--- src/rtl/dllm_pkg.sv ---
// shared types and codes for the doubly linked list manager
// link format, operation modes and internal operation kinds
// no dependencies
`default_nettype none

package dllm_pkg;

    localparam int NODE_W    = 4;
    localparam int MODE_W    = 3;
    localparam int CNT_OUT_W = 5;
    localparam int S_TDATA_W = 16;
    localparam int M_TDATA_W = 32;

    typedef struct packed {
        logic              valid;
        logic [NODE_W-1:0] idx;
    } link_t;

    localparam link_t NIL_LINK = '0;

    typedef enum logic [MODE_W-1:0] {
        MODE_CLEAR      = 3'd0,
        MODE_PUSH_BACK  = 3'd1,
        MODE_PUSH_FRONT = 3'd2,
        MODE_INS_AFTER  = 3'd3,
        MODE_INS_BEFORE = 3'd4,
        MODE_DELETE     = 3'd5,
        MODE_QUERY      = 3'd6
    } mode_t;

    typedef enum logic [2:0] {
        OP_NONE   = 3'd0,
        OP_CLEAR  = 3'd1,
        OP_ONLY   = 3'd2,
        OP_AFTER  = 3'd3,
        OP_BEFORE = 3'd4,
        OP_UNLINK = 3'd5
    } op_t;

endpackage

`default_nettype wire

--- src/rtl/doubly_linked_list_manager.sv ---
// doubly linked list manager: next and previous links in two memories
// with a sequencer doing read, write back and final link read per transaction
// depends on dllm_pkg
//
// channel  dir  tdata fields (lsb first)
// s_       in   mode[2:0] node_index[6:3] new_node_index[10:7], zero pad to 16
// m_       out  head_node head_valid tail_node tail_valid node_count
//               following_node following_valid preceding_node preceding_valid, pad to 32
//
// each transaction steps through link read, write-back, final link read and
// output load; a splice of a new node beside a listed node has two write-back
// steps, as the single write port per memory sets, and other ops have one
// synchronous reset clears head, tail, count and the per-entry written flags
// a result waiting on m_tready holds the sequencer before its output load
`default_nettype none

module doubly_linked_list_manager
    import dllm_pkg::*;
#(
    parameter int POOL_NODES = 16
) (
    input  wire logic                 aclk,
    input  wire logic                 aresetn,
    input  wire logic                 s_tvalid,
    output logic                      s_tready,
    input  wire logic [S_TDATA_W-1:0] s_tdata,   // mode, node_index, new_node_index
    output logic                      m_tvalid,
    input  wire logic                 m_tready,
    output logic [M_TDATA_W-1:0]      m_tdata    // head_node, head_valid, tail_node,
                                                 // tail_valid, node_count, following_node,
                                                 // following_valid, preceding_node,
                                                 // preceding_valid
);

    localparam int DEPTH = (POOL_NODES < (1 << NODE_W)) ? POOL_NODES : (1 << NODE_W);
    localparam int AW    = $clog2(DEPTH);
    localparam int CNT_W = $clog2(POOL_NODES + 1);
    localparam logic [10:0]      POOL_L  = 11'(POOL_NODES);
    localparam logic [CNT_W-1:0] CNT_MAX = CNT_W'(POOL_NODES);

    typedef enum logic [4:0] {
        S_IDLE = 5'b00001,
        S_W1   = 5'b00010,
        S_W2   = 5'b00100,
        S_RD   = 5'b01000,
        S_OUT  = 5'b10000
    } state_t;

    function automatic logic in_pool(input logic [NODE_W-1:0] idx);
        return {7'b0, idx} < POOL_L;
    endfunction

    state_t             state_reg, state_next;
    op_t                op_reg, op_next;
    logic [NODE_W-1:0]  ref_reg, ref_next;
    logic [NODE_W-1:0]  new_reg, new_next;
    logic [NODE_W-1:0]  node_reg, node_next;
    logic               node_ok_reg, node_ok_next;
    link_t              head_reg, head_next;
    link_t              tail_reg, tail_next;
    logic [CNT_W-1:0]   count_reg, count_next;
    logic               m_tvalid_reg, m_tvalid_next;
    logic [M_TDATA_W-1:0] m_tdata_reg, m_tdata_next;

    link_t              next_mem [DEPTH];
    link_t              prev_mem [DEPTH];
    logic [DEPTH-1:0]   next_wr_reg;
    logic [DEPTH-1:0]   prev_wr_reg;
    link_t              rd_next_reg, rd_prev_reg;
    logic               rd_next_ok_reg, rd_prev_ok_reg;

    logic               nx_we, pv_we, rd_en;
    logic [AW-1:0]      nx_wa, pv_wa, rd_addr;
    link_t              nx_wd, pv_wd;

    logic [MODE_W-1:0]  in_mode;
    logic [NODE_W-1:0]  in_node, in_new;
    op_t                dec_op;
    logic [NODE_W-1:0]  dec_ref, dec_new;

    link_t              rd_next_eff, rd_prev_eff;
    logic [CNT_W-1:0]   cnt_up, cnt_down;
    logic [CNT_W+CNT_OUT_W-1:0] cnt_ext;
    logic               fv, pv, hv, tv;
    logic [NODE_W-1:0]  f_idx, p_idx, h_idx, t_idx;

    assign in_mode = s_tdata[2:0];
    assign in_node = s_tdata[6:3];
    assign in_new  = s_tdata[10:7];

    // map the requested mode onto a link operation around a reference node
    always_comb begin
        dec_op  = OP_NONE;
        dec_ref = in_node;
        dec_new = in_node;
        unique case (in_mode)
            MODE_CLEAR: begin
                dec_op = OP_CLEAR;
            end
            MODE_PUSH_BACK: begin
                if (in_pool(in_node)) begin
                    if (tail_reg.valid) begin
                        dec_op  = OP_AFTER;
                        dec_ref = tail_reg.idx;
                    end else begin
                        dec_op = OP_ONLY;
                    end
                end
            end
            MODE_PUSH_FRONT: begin
                if (in_pool(in_node)) begin
                    if (head_reg.valid) begin
                        dec_op  = OP_BEFORE;
                        dec_ref = head_reg.idx;
                    end else begin
                        dec_op = OP_ONLY;
                    end
                end
            end
            MODE_INS_AFTER: begin
                if (in_pool(in_node) && in_pool(in_new)) begin
                    dec_op  = OP_AFTER;
                    dec_new = in_new;
                end
            end
            MODE_INS_BEFORE: begin
                if (in_pool(in_node) && in_pool(in_new)) begin
                    dec_op  = OP_BEFORE;
                    dec_new = in_new;
                end
            end
            MODE_DELETE: begin
                if (in_pool(in_node)) begin
                    dec_op = OP_UNLINK;
                end
            end
            default: begin
                dec_op = OP_NONE;
            end
        endcase
    end

    assign rd_next_eff = rd_next_ok_reg ? rd_next_reg : NIL_LINK;
    assign rd_prev_eff = rd_prev_ok_reg ? rd_prev_reg : NIL_LINK;
    assign cnt_up      = (count_reg == CNT_MAX) ? count_reg : count_reg + CNT_W'(1);
    assign cnt_down    = (count_reg == '0) ? count_reg : count_reg - CNT_W'(1);

    assign cnt_ext = {{CNT_OUT_W{1'b0}}, count_reg};
    assign hv      = head_reg.valid;
    assign tv      = tail_reg.valid;
    assign fv      = node_ok_reg && rd_next_eff.valid;
    assign pv      = node_ok_reg && rd_prev_eff.valid;
    assign h_idx   = hv ? head_reg.idx : '0;
    assign t_idx   = tv ? tail_reg.idx : '0;
    assign f_idx   = fv ? rd_next_eff.idx : '0;
    assign p_idx   = pv ? rd_prev_eff.idx : '0;

    always_comb begin
        state_next    = state_reg;
        op_next       = op_reg;
        ref_next      = ref_reg;
        new_next      = new_reg;
        node_next     = node_reg;
        node_ok_next  = node_ok_reg;
        head_next     = head_reg;
        tail_next     = tail_reg;
        count_next    = count_reg;
        m_tvalid_next = m_tvalid_reg && !m_tready;
        m_tdata_next  = m_tdata_reg;
        nx_we         = 1'b0;
        nx_wa         = ref_reg[AW-1:0];
        nx_wd         = NIL_LINK;
        pv_we         = 1'b0;
        pv_wa         = ref_reg[AW-1:0];
        pv_wd         = NIL_LINK;
        rd_en         = 1'b0;
        rd_addr       = dec_ref[AW-1:0];

        unique case (state_reg)
            S_IDLE: begin
                if (s_tvalid) begin
                    op_next      = dec_op;
                    ref_next     = dec_ref;
                    new_next     = dec_new;
                    node_next    = in_node;
                    node_ok_next = in_pool(in_node);
                    rd_en        = 1'b1;
                    rd_addr      = dec_ref[AW-1:0];
                    state_next   = S_W1;
                end
            end
            S_W1: begin
                unique case (op_reg)
                    OP_CLEAR: begin
                        head_next  = NIL_LINK;
                        tail_next  = NIL_LINK;
                        count_next = '0;
                    end
                    OP_ONLY: begin
                        nx_we      = 1'b1;
                        nx_wa      = new_reg[AW-1:0];
                        pv_we      = 1'b1;
                        pv_wa      = new_reg[AW-1:0];
                        head_next  = '{valid: 1'b1, idx: new_reg};
                        tail_next  = '{valid: 1'b1, idx: new_reg};
                        count_next = cnt_up;
                    end
                    OP_AFTER: begin
                        if (rd_next_eff.valid) begin
                            pv_we = 1'b1;
                            pv_wa = rd_next_eff.idx[AW-1:0];
                            pv_wd = '{valid: 1'b1, idx: new_reg};
                        end else begin
                            tail_next = '{valid: 1'b1, idx: new_reg};
                        end
                        nx_we = 1'b1;
                        nx_wa = new_reg[AW-1:0];
                        nx_wd = rd_next_eff;
                    end
                    OP_BEFORE: begin
                        if (rd_prev_eff.valid) begin
                            nx_we = 1'b1;
                            nx_wa = rd_prev_eff.idx[AW-1:0];
                            nx_wd = '{valid: 1'b1, idx: new_reg};
                        end else begin
                            head_next = '{valid: 1'b1, idx: new_reg};
                        end
                        pv_we = 1'b1;
                        pv_wa = new_reg[AW-1:0];
                        pv_wd = rd_prev_eff;
                    end
                    OP_UNLINK: begin
                        if (rd_prev_eff.valid) begin
                            nx_we = 1'b1;
                            nx_wa = rd_prev_eff.idx[AW-1:0];
                            nx_wd = rd_next_eff;
                        end else begin
                            head_next = rd_next_eff;
                        end
                        if (rd_next_eff.valid) begin
                            pv_we = 1'b1;
                            pv_wa = rd_next_eff.idx[AW-1:0];
                            pv_wd = rd_prev_eff;
                        end else begin
                            tail_next = rd_prev_eff;
                        end
                        count_next = cnt_down;
                    end
                    default: begin
                    end
                endcase
                state_next = (op_reg == OP_AFTER || op_reg == OP_BEFORE) ? S_W2 : S_RD;
            end
            S_W2: begin
                // second half of a splice: link the new node and the reference node
                nx_we      = 1'b1;
                pv_we      = 1'b1;
                count_next = cnt_up;
                if (op_reg == OP_AFTER) begin
                    pv_wa = new_reg[AW-1:0];
                    pv_wd = '{valid: 1'b1, idx: ref_reg};
                    nx_wa = ref_reg[AW-1:0];
                    nx_wd = '{valid: 1'b1, idx: new_reg};
                end else begin
                    nx_wa = new_reg[AW-1:0];
                    nx_wd = '{valid: 1'b1, idx: ref_reg};
                    pv_wa = ref_reg[AW-1:0];
                    pv_wd = '{valid: 1'b1, idx: new_reg};
                end
                state_next = S_RD;
            end
            S_RD: begin
                rd_en      = 1'b1;
                rd_addr    = node_reg[AW-1:0];
                state_next = S_OUT;
            end
            S_OUT: begin
                if (!m_tvalid_reg || m_tready) begin
                    m_tvalid_next = 1'b1;
                    m_tdata_next  = {7'b0, pv, p_idx, fv, f_idx, cnt_ext[CNT_OUT_W-1:0],
                                     tv, t_idx, hv, h_idx};
                    state_next    = S_IDLE;
                end
            end
            default: begin
                state_next = S_IDLE;
            end
        endcase
    end

    always_ff @(posedge aclk) begin
        if (!aresetn) begin
            state_reg    <= S_IDLE;
            head_reg     <= NIL_LINK;
            tail_reg     <= NIL_LINK;
            count_reg    <= '0;
            m_tvalid_reg <= 1'b0;
            next_wr_reg  <= '0;
            prev_wr_reg  <= '0;
        end else begin
            state_reg    <= state_next;
            head_reg     <= head_next;
            tail_reg     <= tail_next;
            count_reg    <= count_next;
            m_tvalid_reg <= m_tvalid_next;
            if (nx_we) begin
                next_wr_reg[nx_wa] <= 1'b1;
            end
            if (pv_we) begin
                prev_wr_reg[pv_wa] <= 1'b1;
            end
        end
    end

    always_ff @(posedge aclk) begin
        op_reg      <= op_next;
        ref_reg     <= ref_next;
        new_reg     <= new_next;
        node_reg    <= node_next;
        node_ok_reg <= node_ok_next;
        m_tdata_reg <= m_tdata_next;
    end

    // link memories, one write and one registered read each
    always_ff @(posedge aclk) begin
        if (nx_we) begin
            next_mem[nx_wa] <= nx_wd;
        end
        if (rd_en) begin
            rd_next_reg    <= next_mem[rd_addr];
            rd_next_ok_reg <= next_wr_reg[rd_addr];
        end
    end

    always_ff @(posedge aclk) begin
        if (pv_we) begin
            prev_mem[pv_wa] <= pv_wd;
        end
        if (rd_en) begin
            rd_prev_reg    <= prev_mem[rd_addr];
            rd_prev_ok_reg <= prev_wr_reg[rd_addr];
        end
    end

    assign s_tready = (state_reg == S_IDLE);
    assign m_tvalid = m_tvalid_reg;
    assign m_tdata  = m_tdata_reg;

endmodule

`default_nettype wire
--- config.mk ---
export PLATFORM = sky130hd
export DESIGN_NAME = doubly_linked_list_manager
export DESIGN_NICKNAME = d
export VERILOG_FILES = /design/src/rtl/dllm_pkg.sv /design/src/rtl/doubly_linked_list_manager.sv
export SDC_FILE = /design/constraint.sdc
export NUM_CORES = 1
export LEC_CHECK = 0
export BUFFER_PORTS_ARGS = -buffer_cell sky130_fd_sc_hd__buf_2
export CORE_MARGIN = 4
export CORE_UTILIZATION = 40
export DETAILED_ROUTE_END_ITERATION = 12
export PLACE_DENSITY = 0.68
export SLEW_MARGIN = 20
export SYNTH_ARGS = -nofsm -noshare
export SYNTH_HDL_FRONTEND = slang
export SYNTH_SLANG_ARGS = --single-unit
--- constraint.sdc ---
create_clock -name aclk -period 3.4 [get_ports aclk]
set_input_delay 0.51 -clock aclk [delete_from_list [all_inputs] [get_ports aclk]]
set_output_delay 0.51 -clock aclk [all_outputs]
set_load 0.01 [all_outputs]
==> results of run 1 <==
==> final cells by class <==
cell class	instances	area, um2
Clock inverter	15	210
Sequential cell	265	7430
Multi-Input combinational cell	592	4020
Timing Repair Buffer	124	891
Fill cell	2503	15200
Inverter	11	41.3
Clock buffer	34	712
Tap cell	384	480
==> worst max-delay path by stage <==
stage	startpoint	end	slack, ns
after global routing	op_reg[2]	prev_mem[6][0]	0.04
after detailed placement	s_tdata[2]	rd_prev_reg[2]	0.15
after floorplan	state_reg[4]	next_mem[0][4]	0.23
after CTS	op_reg[2]	prev_mem[6][0]	0.24
after global placement	s_tdata[1]	rd_prev_reg[2]	0.22
final	op_reg[2]	prev_mem[6][0]	0.21
==> power by group <==
part	switching [mW]	total (mW)	internal, mW
Clock	1.19	3.06	1.86
Combinational	0.444	0.695	0.252
Sequential	0.0726	3.62	3.54
==> metrics by stage <==
stage | setup slack, ns | hold slack, ns | power [mW] | instances
6_report | 0.209 | 0.187 | 7.37 | 1425
5_1_grt | 0.0422 | 0.176 | 7.63 | 1425
4_1_cts | 0.237 | 0.169 | 7.42 | 1425
3_5_place_dp | 0.155 | 0.452 | 4.36 | 1376
3_3_place_gp | 0.225 | 0.445 | 4.35 | 1376
2_1_floorplan | 0.230 | 0.406 | 4.12 | 940
==> cell usage in the layout (no fill, tap or decap), types with 26 or more instances in the layout <==
| cell type | count |
|---|---|
| sky130_fd_sc_hd__buf_2 | 41 |
| sky130_fd_sc_hd__a221oi_1 | 50 |
| sky130_fd_sc_hd__mux2i_1 | 61 |
| sky130_fd_sc_hd__dfxtp_1 | 53 |
| sky130_fd_sc_hd__a21oi_1 | 49 |
| sky130_fd_sc_hd__o21a_1 | 35 |
| sky130_fd_sc_hd__edfxtp_1 | 212 |
| sky130_fd_sc_hd__nor2_1 | 27 |
| sky130_fd_sc_hd__buf_4 | 78 |
| sky130_fd_sc_hd__clkbuf_16 | 27 |
| sky130_fd_sc_hd__o21ai_0 | 26 |
| sky130_fd_sc_hd__nand2_1 | 81 |
==> cells by family after synthesis <==
| kind of cell | count (synthesis) |
|---|---|
| compound gates | 264 |
| xor+xnor | 4 |
| fa+ha+maj | 4 |
| buf+inv | 83 |
| flops | 265 |
| mux | 61 |
| other cells | 1 |
| simple gates | 252 |
==> critical path: stages, from the launching register on <==
cell and delay [ns]:
sky130_fd_sc_hd__edfxtp_1 0.46, sky130_fd_sc_hd__buf_4 0.20, sky130_fd_sc_hd__and3b_1 0.46, sky130_fd_sc_hd__mux2i_1 0.29, sky130_fd_sc_hd__nor2_1 0.09, sky130_fd_sc_hd__nor3_1 0.80
sky130_fd_sc_hd__nor4b_1 0.38, sky130_fd_sc_hd__buf_4 0.22
==> routing by layer <==
layer  wire length [um]  part of all wire (%)  vias to the layer above
li1                   -                     -                     3833
met1              12200                    42                     4097
met2              13400                    46                      333
met3               2410                   8.4                       63
met4                773                   2.7                        0
met5                  0                     0                        -
==> out/results.md, run 1 <==
Routing
* 28.8 mm — Total Routed Length
* 5.84 — vias per std cell
* 5 — Initial DRT Pass Iterations
* 20.2 um — post-detailed-route wirelength per cell
* 8,326 — vias
* 0 — post-route antenna net violation count
* 769 — starting DRC count in detailed routing
* 0 — final routed DRC violation total

Yosys
* sky130_fd_sc_hd__edfxtp_1 (212), sky130_fd_sc_hd__nand2_1 (81), sky130_fd_sc_hd__mux2i_1 (61), sky130_fd_sc_hd__dfxtp_1 (53), sky130_fd_sc_hd__a221oi_1 (50) — leading cell types by count after synthesis
* sky130_fd_sc_hd__edfxtp_1 (54%), sky130_fd_sc_hd__dfxtp_1 (9.0%), sky130_fd_sc_hd__mux2i_1 (5.2%), sky130_fd_sc_hd__a221oi_1 (3.7%), sky130_fd_sc_hd__nand2_1 (2.6%) — most area-consuming cells after synthesis
* sky130_fd_sc_hd__edfxtp_1 — library cell with the highest instance count after synthesis
* 53.9% — proportion of netlist area held by the largest area contributor
* 265 — Seq cells post-synth
* compound AO/OA/AOI/OAI gates — main combinational cell family by area after synthesis
* 16.0% — Compound-Gate Fraction of Synth Area
* 62.9% — proportion of synthesized chip area in sequential cells
* sky130_fd_sc_hd__edfxtp_1 — Yosys top cell by area
* 212 — number of enable-type register cells in the synthesized netlist
* sky130_fd_sc_hd__edfxtp_1 — flip-flop cell with the highest count after synthesis
* 11.8% — simple-gate portion of the synthesized area
* 0% — async set-reset flop share out of synthesis
* 12.6 um2 — Avg Cell Area, Syn
* 0 — Yosys warning count
* 65 — Distinct cells, synth
* 0.424% — fraction of the mapped netlist area in adder cells
* 5.17% — post-synthesis mux area share
* 11,800 um2 — Netlist Area Pre-Place
* 0.297% — xor-xnor portion of the synthesized cell area
* 934 — synthesized instance count

Clock tree
* 265 — clock net sink count
* 1 — number of H-tree branching levels
* 27 — number of clock buffers inserted by TritonCTS
* done — CTS tree
* 0 — number of buffers added for setup after CTS
* 0.06 ns — clock-pin slew on the worst setup and hold paths
* 0 — Hold-fix buffers, CTS
* sky130_fd_sc_hd__clkbuf_16 — clock root buffer
* 0 — number of cells upsized or downsized after cts
* 0.55 ns — source-to-sink clock delay at the later pin of the worst-skew pair
* 3 — maximum count of clock buffers along a single path

STA
* 0 — number of max-slew violations in the final report
* no — unrepaired setup endpoints after global routing
* 93.9% — Tcrit/Tclk final
* 0.0328 ns — maximum clock skew at final layout
* 34.0% — Slew HR
* 0.984 ns — worst-margin pin slew
* 0 ns — total negative slack for setup checks
* 0 — final hold violations
* 0 — setup violators final
* 313 MHz — Fmax achieved
* 3.19 ns — Period minus WS final

Global routing
* 3.27% — met3 GRT Util
* 54 — maximum number of pins on one net before global-route repair
* 17.1% — overall global routing resource usage
* met2 — GRT busiest layer
* 23.6% — met1 track demand over resource
* 0 — GR Overflow Total
* 45.1 mm — first-pass GRT wire length
* 0 — number of antenna violations at the first check in global routing
* 27.9% — met2 global-route usage
* 7,998 — via count of the first global-routing pass

Finish
* 47.6% — utilization after layout
* 0 — antenna diode count
* 1,045 — number of nets in the layout
* 16.8% — area delta synth->final
* 18.3% — share of final-layout standard cells stronger than drive strength 1
* 13,800 um2 — summed area of non-filler cells in the final layout

Floorplan
* 180 um — Die X
* 40.8% — effective utilization at floorplan
* 54 — Top-Level Pins
* 180 um — die height
* 62 — Row Count
* 28,900 um2 — core area
* 32,300 um2 — die area

Worst hold path
* 1 — cell depth of the worst hold path
* node_reg[0] — worst min-delay path endpoint
* s_tdata[3] — startpoint of the most critical hold path
* input pin to register — worst hold-check path type

Setup path
* register to register — worst setup path class
* op_reg[2] — reg2reg start
* 9 — worst-path maximum fanout
* 3.66 ns — data required time of the critical path
* 0.21 ns — internal reg-to-reg setup slack
* 3.45 ns — arrival time of data at the critical path endpoint
* 7 — Reg2Reg Depth
* register — CP Capture Type
* prev_mem[6][0] — capturing point of the worst reg2reg path
* register — CP startpoint kind

Placed design
* 19.6 mm — detailed-placement wirelength estimate
* 12,900 um2 — cell area after placement
* 41 — Port Buffer Count
* 0.929 — routability-driven placement congestion ratio

Power
* 534 nW/um2 — Power Density
* 0.354 mV — worst-case vdd ir drop
* 4.73 nW — Static Leak

Run
* 0 — number of max-cap violations

Status
* finished, final reports clean — outcome

No activity file was read; power rests on OpenSTA's default activity.
==> inputs of run 2 (changes only) <==
--- a/config.mk
+++ b/config.mk
@@ -9,7 +9,7 @@
 export CORE_MARGIN = 4
 export CORE_UTILIZATION = 40
 export DETAILED_ROUTE_END_ITERATION = 12
-export PLACE_DENSITY = 0.68
+export PLACE_DENSITY_LB_ADDON = 0.2
 export SLEW_MARGIN = 20
 export SYNTH_ARGS = -nofsm -noshare
 export SYNTH_HDL_FRONTEND = slang
==> run 2 against run 1 <==
Worst hold slack gained 0.022 ns. Routed wire length grew 2.6%. Critical path depth is the same. Critical path type unchanged. Largest cell class unchanged.
==> out/results.md, run 2 (same netlist as run 1, synthesis figures left out) <==
Status
* finished, final reports clean — outcome

Power
* 9.4% — combinational cell fraction of total power, about the same
* 4.75 nW — Static Leak, +0.34%
* 1.72 mW — net switching power, +0.49%
* 23.4% — switching power share of the total, +0.23 points
* 49.5% — Flop pwr share, +0.4 points
* 5.61 mW — Internal Dissipation, -0.81%
* 0.341 mV — worst-case vdd ir drop, -3.8%
* 41.1% — share of power burned in the clock network, -0.4 points
* 531 nW/um2 — Power Density, -0.66%

Routing
* 5 — Initial DRT Pass Iterations, unchanged
* 5.80 — vias per std cell, -0.70%
* 0 — final routed DRC violation total, unchanged
* 8,250 — vias, -0.91%
* 919 — starting DRC count in detailed routing, +20%
* 29.5 mm — Total Routed Length, +2.6%
* 20.7 um — post-detailed-route wirelength per cell, +2.8%
* 0 — post-route antenna net violation count, unchanged

Worst hold path
* input pin to register — worst hold-check path type
* 1 — cell depth of the worst hold path, unchanged

Finish
* 17.5% — share of final-layout standard cells stronger than drive strength 1, -0.72 points
* sky130_fd_sc_hd__edfxtp_1 (212), sky130_fd_sc_hd__nand2_1 (81), sky130_fd_sc_hd__buf_4 (68), sky130_fd_sc_hd__mux2i_1 (61), sky130_fd_sc_hd__dfxtp_1 (53) — commonest cells after routing, fill and taps aside
* 17.0% — area delta synth->final
* 13,800 um2 — summed area of non-filler cells in the final layout, +0.15%
* sky130_fd_sc_hd__edfxtp_1 — most frequent standard cell in the layout excluding fill and tap cells
* 1,041 — number of nets in the layout, -0.38%
* 0 — antenna diode count, unchanged

STA
* 0 ns — total negative slack for setup checks, unchanged
* 1.02 ns — worst-margin pin slew, +0.0345 ns
* 31.6% — Slew HR, -2.4 points
* 91.7% — Tcrit/Tclk final, -2.2 points
* 0 — final hold violations, unchanged
* 3.12 ns — Period minus WS final, -0.0732 ns
* 0.0118 ns — maximum clock skew at final layout, -0.0209 ns
* 321 MHz — Fmax achieved, +2.3%
* 0 — number of max-slew violations in the final report, unchanged
* 0 — setup violators final, unchanged
* no — unrepaired setup endpoints after global routing

Setup path
* 3.64 ns — data required time of the critical path, -0.02 ns
* 7 — logic depth of the worst setup path including buffers, unchanged
* 11 — worst-path maximum fanout, +2
* register — CP startpoint kind
* 1 — buffer and inverter count on the worst path, -1
* simple AND/OR/NAND/NOR gates — top cell family by delay on the critical path
* 0.65 ns — Crit path largest cell delay, -0.15 ns
* ha_1, and4b_1, o21ai_0, a31oi_1, or4_1, nor4_1, buf_4 — crit-path cells
* register — CP Capture Type
* 0.28 ns — internal reg-to-reg setup slack, +0.07 ns
* 7 — Reg2Reg Depth, unchanged
* register to register — worst setup path class
* sky130_fd_sc_hd__or4_1 — critical-path cell with the highest stage delay
* 3.36 ns — arrival time of data at the critical path endpoint, -0.09 ns

Placed design
* 19.7 mm — detailed-placement wirelength estimate, +0.72%
* 12,900 um2 — cell area after placement, +0.19%
* 41 — Port Buffer Count, unchanged
* 0.854 — routability-driven placement congestion ratio, -8.1%

Global routing
* 0 — number of antenna violations at the first check in global routing, unchanged
* 1.98% — met3 GRT Util, -1.3 points
* 26.0% — met1 track demand over resource, +2.4 points
* 27.5% — met2 global-route usage, -0.39 points
* 45.3 mm — first-pass GRT wire length, +0.47%
* 17.5% — overall global routing resource usage, +0.40 points
* 0 — GR Overflow Total, unchanged
* 7,810 — via count of the first global-routing pass, -2.4%
* met2 — GRT busiest layer
* 41 — maximum number of pins on one net before global-route repair, -24%

Floorplan
* 54 — Top-Level Pins, unchanged
* 28,900 um2 — core area, unchanged
* 180 um — Die X, unchanged
* 32,300 um2 — die area, unchanged
* 40.8% — effective utilization at floorplan, unchanged
* 180 um — die height, unchanged
* 62 — Row Count, unchanged

Clock tree
* 1 — number of H-tree branching levels, unchanged
* 3 — maximum count of clock buffers along a single path, unchanged
* 0.06 ns — clock-pin slew on the worst setup and hold paths, about the same
* 0 — Hold-fix buffers, CTS, unchanged
* sky130_fd_sc_hd__clkbuf_16 — clock root buffer
* done — CTS tree
* 265 — clock net sink count, unchanged
* 0 — number of buffers added for setup after CTS, unchanged
* 28 — number of clock buffers inserted by TritonCTS, +3.7%
* 0 — number of cells upsized or downsized after cts, unchanged
* 0.54 ns — source-to-sink clock delay at the later pin of the worst-skew pair, about the same

Run
* 0 — number of max-cap violations, unchanged

## run 2: cell count changes in the layout (fill, tap and decap cells not counted), moves of 2 or more
cell	before	now
sky130_fd_sc_hd__buf_4	78	68
sky130_fd_sc_hd__clkinv_2	7	3
sky130_fd_sc_hd__clkbuf_16	27	29
sky130_fd_sc_hd__clkinv_1	0	2
sky130_fd_sc_hd__bufinv_16	5	2
sky130_fd_sc_hd__buf_12	5	10
sky130_fd_sc_hd__clkbuf_8	1	5
sky130_fd_sc_hd__clkbuf_1	6	8
## run 2: per-layer routing
layer | part of all wire [%] | vias up
li1 | - | 3824
met5 | 0 | -
met2 | 45 | 266
met3 | 5.8 | 46
met1 | 46 | 4114
met4 | 2.5 | 0
## run 2: power by group through the flow
stage	Combinational, mW	Sequential (mW)	Clock [mW]
floorplan	0.474	3.64	0
global placement	0.669	3.69	0
detailed placement	0.676	3.69	0
CTS	0.680	3.62	3.09
global route	0.747	3.63	3.23
finish	0.689	3.63	3.01
## run 2: worst paths after layout
check	startpoint	to
worst min register to register	next_wr_reg[6]	next_wr_reg[6]
worst min-delay path	s_tdata[3]	node_reg[0]
worst max-delay path	op_reg[2]	next_mem[5][0]
worst max register to register	op_reg[2]	next_mem[5][0]
## run 2: cell type report
class	count	area [um2]
multi-input combinational	592	4020
sequential	265	7430
tap	384	480
clock inverter	9	98.8
fill	2587	15100
inverter	11	41.3
timing repair buffer	119	916
clock buffer	42	825
## run 2: through the flow
step / setup WS, ns / cells / total power, mW / util [%] / hold WS, ns
final: 0.282 / 1422 / 7.33 / 47.7 / 0.209
after global routing: 0.135 / 1422 / 7.61 / 47.7 / 0.193
after CTS: 0.309 / 1422 / 7.39 / 47.7 / 0.178
after detailed placement: 0.161 / 1371 / 4.37 / 44.5 / 0.452
after global placement: 0.213 / 1371 / 4.36 / 44.5 / 0.446
after floorplan: 0.230 / 940 / 4.12 / - / 0.406
